## config.mk

```make
export PLATFORM = sky130hd
export DESIGN_NAME = ceb_cell
export DESIGN_NICKNAME = d
export VERILOG_FILES = /design/src/sv/ceb_pkg.sv /design/src/sv/ceb_cell.sv
export SDC_FILE = /design/constraint.sdc
export NUM_CORES = 1
export LEC_CHECK = 0
export ABC_AREA = 1
export BUFFER_PORTS_ARGS = -buffer_cell sky130_fd_sc_hd__buf_2
export CAP_MARGIN = 10
export CORE_UTILIZATION = 37
export CTS_CLUSTER_DIAMETER = 150
export DETAILED_ROUTE_END_ITERATION = 10
export HOLD_SLACK_MARGIN = 0.05
export PLACE_DENSITY_LB_ADDON = 0.05
export SLEW_MARGIN = 20
export SYNTH_ARGS = -nofsm -noshare
export SYNTH_HDL_FRONTEND = slang
export SYNTH_SLANG_ARGS = --single-unit
```

## constraint.sdc

```tcl
create_clock -name clk -period 1.7 [get_ports clk]
set_clock_uncertainty 0.05 [all_clocks]
set_input_delay 0.17 -clock clk [delete_from_list [all_inputs] [get_ports clk]]
set_output_delay 0.17 -clock clk [all_outputs]
set_load 0.01 [all_outputs]
```

## src/sv/ceb_pkg.sv

```systemverilog
// cursor edit char buffer: shared sizes, function codes, cell command type
// and the result-width helper. depends on nothing.
package ceb_pkg;

  localparam int CAPACITY = 256;
  localparam int CHAR_W   = 8;
  localparam int FUNC_W   = 3;
  localparam int OFS_W    = 10;
  localparam int COUNT_W  = 9;
  localparam int RES_W    = 9;
  localparam int IDX_W    = $clog2(CAPACITY);
  localparam int POS_W    = $clog2(CAPACITY + 1);
  // wide enough for position sums and a full offset magnitude
  localparam int WIDE_W   = ((POS_W > OFS_W) ? POS_W : OFS_W) + 1;
  localparam int RD_GRP   = 16;
  localparam int RD_NGRP  = (CAPACITY + RD_GRP - 1) / RD_GRP;

  localparam logic [POS_W-1:0] CAP_POS = POS_W'(CAPACITY);

  localparam logic [FUNC_W-1:0] FUNC_OVERWRITE  = 3'd0;
  localparam logic [FUNC_W-1:0] FUNC_INSERT     = 3'd1;
  localparam logic [FUNC_W-1:0] FUNC_DELETE     = 3'd2;
  localparam logic [FUNC_W-1:0] FUNC_MOVE_REL   = 3'd3;
  localparam logic [FUNC_W-1:0] FUNC_MOVE_ABS   = 3'd4;
  localparam logic [FUNC_W-1:0] FUNC_READ_INDEX = 3'd5;
  localparam logic [FUNC_W-1:0] FUNC_CURRENT    = 3'd6;
  localparam logic [FUNC_W-1:0] FUNC_RESET      = 3'd7;

  typedef enum logic [1:0] {
    CELL_HOLD,
    CELL_WRITE,
    CELL_INSERT,
    CELL_SHIFT
  } cell_op_t;

  typedef struct packed {
    cell_op_t           op;
    logic [IDX_W-1:0]   pos;
    logic [CHAR_W-1:0]  ch;
    logic [IDX_W-1:0]   rd_addr;
  } cell_cmd_t;

  function automatic logic [RES_W-1:0] to_res(input logic [POS_W-1:0] p);
    logic [WIDE_W-1:0] w;
    w = WIDE_W'(p);
    return w[RES_W-1:0];
  endfunction

endpackage

```

## src/sv/ceb_cell.sv

```systemverilog
// one character cell of the buffer chain: holds a byte, takes from its left
// neighbor on insert and from its right neighbor on a delete shift. uses ceb_pkg.
module ceb_cell (
  input  logic                          clk,
  input  logic [ceb_pkg::IDX_W-1:0]     idx,
  input  ceb_pkg::cell_cmd_t            cmd,
  input  logic [ceb_pkg::CHAR_W-1:0]    left,
  input  logic [ceb_pkg::CHAR_W-1:0]    right,
  output logic [ceb_pkg::CHAR_W-1:0]    data,
  output logic [ceb_pkg::CHAR_W-1:0]    rd_out
);
  import ceb_pkg::*;

  always_ff @(posedge clk) begin
    case (cmd.op)
      CELL_WRITE: begin
        if (idx == cmd.pos) data <= cmd.ch;
      end
      CELL_INSERT: begin
        if (idx == cmd.pos) data <= cmd.ch;
        else if (idx > cmd.pos) data <= left;
      end
      CELL_SHIFT: begin
        if (idx >= cmd.pos) data <= right;
      end
      default: begin
      end
    endcase
  end

  // only the addressed cell puts its byte on the read tree
  assign rd_out = (idx == cmd.rd_addr) ? data : '0;

endmodule

```

==> impl_metrics.env, run 1 <==
export IMPL_status="finished clean"
export IMPL_fill_cells=259
export IMPL_critical_path_startpoint_type="input pin"
export IMPL_grt_pass1_vias=848
export IMPL_ys_seq_area_share_pct=24.5
export IMPL_grt_ovfl_total=0
export IMPL_biggestRegsByFlops="data (8)"
export IMPL_die_area_sq_mm=0.00286
export IMPL_detail_route_wirelength_mm=2.15
export IMPL_critical_path_required_ns=1.60
export IMPL_design_core_area_sq_mm=0.00250
export IMPL_diodes=0
export IMPL_netlist_cell_type_count=19
export IMPL_portBuffers=66
export IMPL_time_the_worst_path_needs_with_i_o_delays_and_setup_ns=1.37
export IMPL_number_of_antenna_violations_at_the_first_check_in_global_routing=0
export IMPL_fin_nets=273
export IMPL_cts_post_setup_buffers_inserted=0
export IMPL_setup_viol=0
export IMPL_synth_cell_area_sq_um=980
export IMPL_drt_pass1_iterations=4
export IMPL_fin_cells=242
export IMPL_timing_hold_violations_final=0
export IMPL_fmax_mhz=731
export IMPL_die_w_microns=53.5
export IMPL_final_antenna_net_count=0
export IMPL_synth_top_area_cell="edfxtp_1"
export IMPL_cts_sink_count=8
export IMPL_worst_slack_at_placement_ns=0.0719
export IMPL_global_route_wire_length_before_repair_mm=3.19
export IMPL_postLayoutSetupSlackWorst_ns=0.331
export IMPL_cts_reportedPaths_clkPinSlew_ns=0.05
export IMPL_min_path_cells=3
export IMPL_h_tree_depth=1
export IMPL_critPathArrivalTime_ns=1.27
export IMPL_cts_hold_buf=0
export IMPL_cts_resized=0
export IMPL_hp_class="input pin to flip-flop"
export IMPL_registers_top_by_ff_count="data"
export IMPL_synth_largest_type_area_fraction_pct=24.5
export IMPL_cts_path_max_buffers=2
export IMPL_endpoint_kind="flip-flop"
export IMPL_timing_max_slew_rel_slack_pct=82.7
export IMPL_largest_register_ffs=8
export IMPL_design_area_sq_mm=0.00139
export IMPL_min_to="data[4]"
export IMPL_global_route_usage_total_pct=15.3
export IMPL_post_place_cells=239
export IMPL_critical_path_peak_fanout=8
export IMPL_slew_viol_final=0
export IMPL_routedWlPerCell_microns=8.89
export IMPL_ys_seq_elements=8
export IMPL_beginning_of_the_worst_hold_path="right[4]"
export IMPL_routed_via_density=4.38
export IMPL_placement_rows=18
export IMPL_yosysWarnings=0
export IMPL_io_pins=67
export IMPL_clockRootBuffer="clkbuf_4"
export IMPL_grt_max_degree=10
export IMPL_synth_area_leaders="edfxtp_1, nand2_1, ha_1"
export IMPL_vias=1060
export IMPL_die_h_microns=53.5
export IMPL_totalPowerFinal_uw=648
export IMPL_static_leakage_power_uw=0.000835
export IMPL_clock_tree_from_tritoncts="yes"
export IMPL_share_of_layout_cells_above_drive_strength_1_pct=42.9
export IMPL_path_class="input pin to flip-flop"
export IMPL_first_iter_violations=6
export IMPL_area_growth_pct=41.8
export IMPL_finalWeightedCongestion=0.752
export IMPL_period_share_pct=80.5
export IMPL_syn_area_per_cell_sq_um=7.00
export IMPL_drv_cap=0
export IMPL_multi_input_comb_area_sq_um=602
export IMPL_tns_ns=0
export IMPL_syn_instance_count=140
export IMPL_final_common_cell="buf_2"
export IMPL_setup_repair_after_global_routing_missed_its_margin="false"
export IMPL_layout_common_cells="buf_2, nand2_1, inv_1"
export IMPL_drc_violations=0
export IMPL_syn_num_nets=199
export IMPL_place_area_sq_mm=0.00137
export IMPL_layout_area_seq_sq_um=240
export IMPL_place_hpwl_mm=1.91
export IMPL_power_density_mw_per_mm2=466
export IMPL_cts_buffers=3
export IMPL_ir_worst_vdd_uv=267
export IMPL_worst_slew_pin_slew_ns=0.258
export IMPL_floorplan_initialDensity_pct=39.2
[power by group]
| part | total (uW) | internal, uW | switching, uW |
|---|---|---|---|
| Combinational | 263 | 127 | 136 |
| Sequential | 254 | 246 | 8.46 |
| Clock | 130 | 79.8 | 50.7 |
| Total | 648 | 452 | 195 |
[cell type report]
class	count	share of cell area, %
repair buffers	70	25.9
flip-flops and latches	8	17.3
multi-input cells	101	43.3
inverters	30	9.10
well taps	30	2.70
clock buffers	3	1.62
[cells in the mapped netlist]
cell type and n:
nand2_4 1, a21oi_2 1, ha_1 8, nand3_1 16, nor2_1 12, inv_2 8
nor2_4 2, a21oi_1 3, nand2_1 37, edfxtp_1 8, inv_1 21, nor2_8 1
buf_6 1, nand3b_1 7, nand3_2 1, nand2_2 3, xnor2_1 8, o22a_1 1
bufinv_8 1
[layer usage]
metal	vias to the layer above	part of all wire, %	GRT usage [%]
met5	-	0	0
met4	0	0	5.26
met3	0	5.7	0.862
met2	42	46	28.3
met1	435	48	18.1
li1	583	-	-
[worst max-delay path by stage]
stage          cells after the start        end  startpoint
4_1_cts                            9    data[7]      idx[7]
6_report                           9    data[7]      idx[7]
2_1_floorplan                      8    data[0]     cmd[19]
3_3_place_gp                       9    data[1]      idx[7]
3_5_place_dp                       9    data[0]      idx[7]
5_1_grt                            7  rd_out[1]      cmd[1]
[critical path: stages]
cell and delay (ns):
buf_2 0.11, ha_1 0.30, nand2_2 0.08, nor2_4 0.18, nand3_2 0.08, nand2_1 0.06, inv_1 0.04, a21oi_2 0.09
buf_4 0.16
[kinds of logic after synthesis]
kind of cell / count (synthesis) / synth area share, %
simple gates: 80 / 40.7
buf+inv: 31 / 14.0
xor+xnor: 8 / 7.15
fa+ha+maj: 8 / 10.2
flops: 8 / 24.5
compound gates: 5 / 3.32
[per-stage QoR]
stage          util [%]  hold slack [ns]
6_report           55.6            0.179
3_3_place_gp       54.7            0.419
3_5_place_dp       54.7            0.425
4_1_cts            55.6            0.168
5_1_grt            55.6            0.179
2_1_floorplan         -            0.323
Power figures use the tool's default switching activity.
==> run 2: changes to the inputs <==
clock period = 1.25 ns   (was 1.7 ns; I/O delays follow)
==> run 2 against run 1 <==
The run now ends with setup timing left. Worst setup slack got worse by 0.36 ns. Worst hold slack got worse by 0.045 ns. Non-clock buffer count rose by 5. Sequential power rose by 37%. Global-route usage rose by 1.8 points. Critical path type unchanged. Largest cell class unchanged.
==> impl_metrics.env, run 2 (synthesis gave the netlist of run 1 again) <==
export IMPL_place_area_sq_mm=0.00157
export IMPL_critPathArrivalTime_ns=1.15
export IMPL_layout_common_cells="buf_2, nand2_1, nand3_1"
export IMPL_grt_pass1_vias=961
export IMPL_routed_via_density=4.58
export IMPL_grt_max_degree=10
export IMPL_fin_cells=247
export IMPL_die_area_sq_mm=0.00286
export IMPL_violated_checks="setup timing"
export IMPL_totalPowerFinal_uw=1040
export IMPL_place_hpwl_mm=2.00
export IMPL_grt_most_used_layer="met2"
export IMPL_setup_repair_after_global_routing_missed_its_margin="true"
export IMPL_status="finished with violations"
export IMPL_worst_slew_pin_slew_ns=0.259
export IMPL_placement_rows=18
export IMPL_min_path_cells=3
export IMPL_final_antenna_net_count=0
export IMPL_met2_track_usage_gr_pct=33.3
export IMPL_critical_path_required_ns=1.12
export IMPL_slew_viol_final=0
export IMPL_critical_path_startpoint_type="input pin"
export IMPL_die_w_microns=53.5
export IMPL_endpoint_kind="flip-flop"
export IMPL_grt_ovfl_total=0
export IMPL_cts_buffers=3
export IMPL_detail_route_wirelength_mm=2.42
export IMPL_finalWeightedCongestion=0.778
export IMPL_clockRootBuffer="clkbuf_4"
export IMPL_vias=1131
export IMPL_global_route_usage_total_pct=17.0
export IMPL_biggestRegsByFlops="data (8)"
export IMPL_slowest_stage="ha_4"
export IMPL_global_route_wire_length_before_repair_mm=3.58
export IMPL_share_of_layout_cells_above_drive_strength_1_pct=58.1
export IMPL_io_pins=67
export IMPL_postLayoutSetupSlackWorst_ns=-0.0257
export IMPL_design_core_area_sq_mm=0.00250
export IMPL_drv_cap=0
export IMPL_worstPathCellList="buf_8 -> ha_4 -> nand2_4 -> nor2_4 -> nand3_2 -> nand2_2 -> inv_2 -> a21oi_4"
export IMPL_time_the_worst_path_needs_with_i_o_delays_and_setup_ns=1.28
export IMPL_routedWlPerCell_microns=9.79
export IMPL_design_area_sq_mm=0.00174
export IMPL_cts_hold_buf=0
export IMPL_die_h_microns=53.5
export IMPL_layout_area_seq_sq_um=240
export IMPL_timing_hold_violations_final=0
export IMPL_clock_tree_from_tritoncts="yes"
export IMPL_critical_path_peak_fanout=8
export IMPL_final_common_cell="buf_2"
export IMPL_power_density_mw_per_mm2=596
export IMPL_setup_viol=8
export IMPL_diodes=0
export IMPL_timing_max_slew_rel_slack_pct=82.7
export IMPL_cts_sink_count=8
export IMPL_largest_register_ffs=8
export IMPL_first_iter_violations=14
export IMPL_static_leakage_power_uw=0.000940
export IMPL_area_growth_pct=77.5
export IMPL_ir_worst_vdd_uv=460
export IMPL_path_class="input pin to flip-flop"
export IMPL_portBuffers=66
export IMPL_period_share_pct=102
export IMPL_multi_input_comb_area_sq_um=792
export IMPL_h_tree_depth=1
export IMPL_post_place_cells=244
export IMPL_registers_top_by_ff_count="data"
export IMPL_cts_reportedPaths_clkPinSlew_ns=0.05
export IMPL_min_to="data[1]"
export IMPL_beginning_of_the_worst_hold_path="right[1]"
export IMPL_grt_use_met3_pct=0.862
export IMPL_drc_violations=0
export IMPL_fin_nets=278
export IMPL_drt_pass1_iterations=4
export IMPL_cts_path_max_buffers=2
export IMPL_grtUsageMet1_pct=19.6
export IMPL_hp_class="input pin to flip-flop"
export IMPL_number_of_antenna_violations_at_the_first_check_in_global_routing=0
export IMPL_fmax_mhz=784
export IMPL_floorplan_initialDensity_pct=39.2
export IMPL_worst_path_largest_cell_delay_ns=0.27
export IMPL_fill_cells=209
## run 2: cell count changes in the layout (fill, tap and decap cells not counted), moves of 3 or more
cell,previous run,this run
nand2_4,1,7
ha_1,8,0
buf_2,66,54
nand2_1,37,33
buf_8,0,3
xnor2_1,8,5
ha_4,0,8
inv_2,8,13
xnor2_2,0,3
buf_6,0,12
inv_1,21,12
nor2_2,0,5
nor2_1,12,6
## run 2: repair_timing
| item | 4_1_cts | 5_1_grt |
|---|---|---|
| setup buffers | 0 | 0 |
| pin swaps | 18 | 11 |
| resized for setup | 23 | 13 |
| endpoints found under the setup margin | 24 | 23 |
## run 2: layout make-up
type / instances / share of cell area (%)
Timing Repair Buffer: 75 / 28.5
Inverter: 30 / 8.71
Sequential cell: 8 / 13.8
Multi-Input combinational cell: 101 / 45.5
Tap cell: 30 / 2.16
Clock buffer: 3 / 1.29
## run 2: where the power goes
| part | internal [uW] | leakage (uW) | switching, uW |
|---|---|---|---|
| clock network | 109 | 0.0000138 | 74.2 |
| logic | 265 | 0.000853 | 241 |
| registers | 334 | 0.0000732 | 13.3 |
| total | 708 | 0.000940 | 328 |
## run 2: per-layer routing
layer / share of wire, % / vias up
met1: 42 / 493
met2: 53 / 46
met5: 0 / -
met4: 0 / 0
met3: 5.5 / 0
li1: - / 592
## run 2: worst max-delay path: cells and delay by family
kind | cells | cell delay (ns)
AND/OR/NAND/NOR | 4 | 0.38
AO/OA/AOI/OAI | 1 | 0.23
buffers and inverters | 2 | 0.14
adder cells (fa/ha/maj) | 1 | 0.27
## run 2: through the flow
| step | utilization, % | hold WS [ns] | worst slack [ns] | setup TNS (ns) |
|---|---|---|---|---|
| 2_1_floorplan | - | 0.278 | -0.213 | -1.70 |
| 3_3_place_gp | 62.8 | 0.375 | -0.357 | -5.31 |
| 3_5_place_dp | 62.8 | 0.380 | -0.383 | -5.91 |
| 4_1_cts | 67.4 | 0.131 | -0.0250 | -0.191 |
| 5_1_grt | 69.6 | 0.142 | -0.0695 | -1.03 |
| 6_report | 69.6 | 0.134 | -0.0257 | -0.201 |
## run 2: worst max path at each step
stage                          to  cells past startpoint  slack (ns)  startpoint
after floorplan           data[0]                      9       -0.21     cmd[21]
after global placement    data[0]                      9       -0.36     cmd[21]
after detailed placement  data[0]                      9       -0.38     cmd[21]
after CTS                 data[0]                      9       -0.02     cmd[23]
after global routing      data[0]                      8       -0.07      idx[7]
final                     data[0]                      8       -0.03      idx[7]
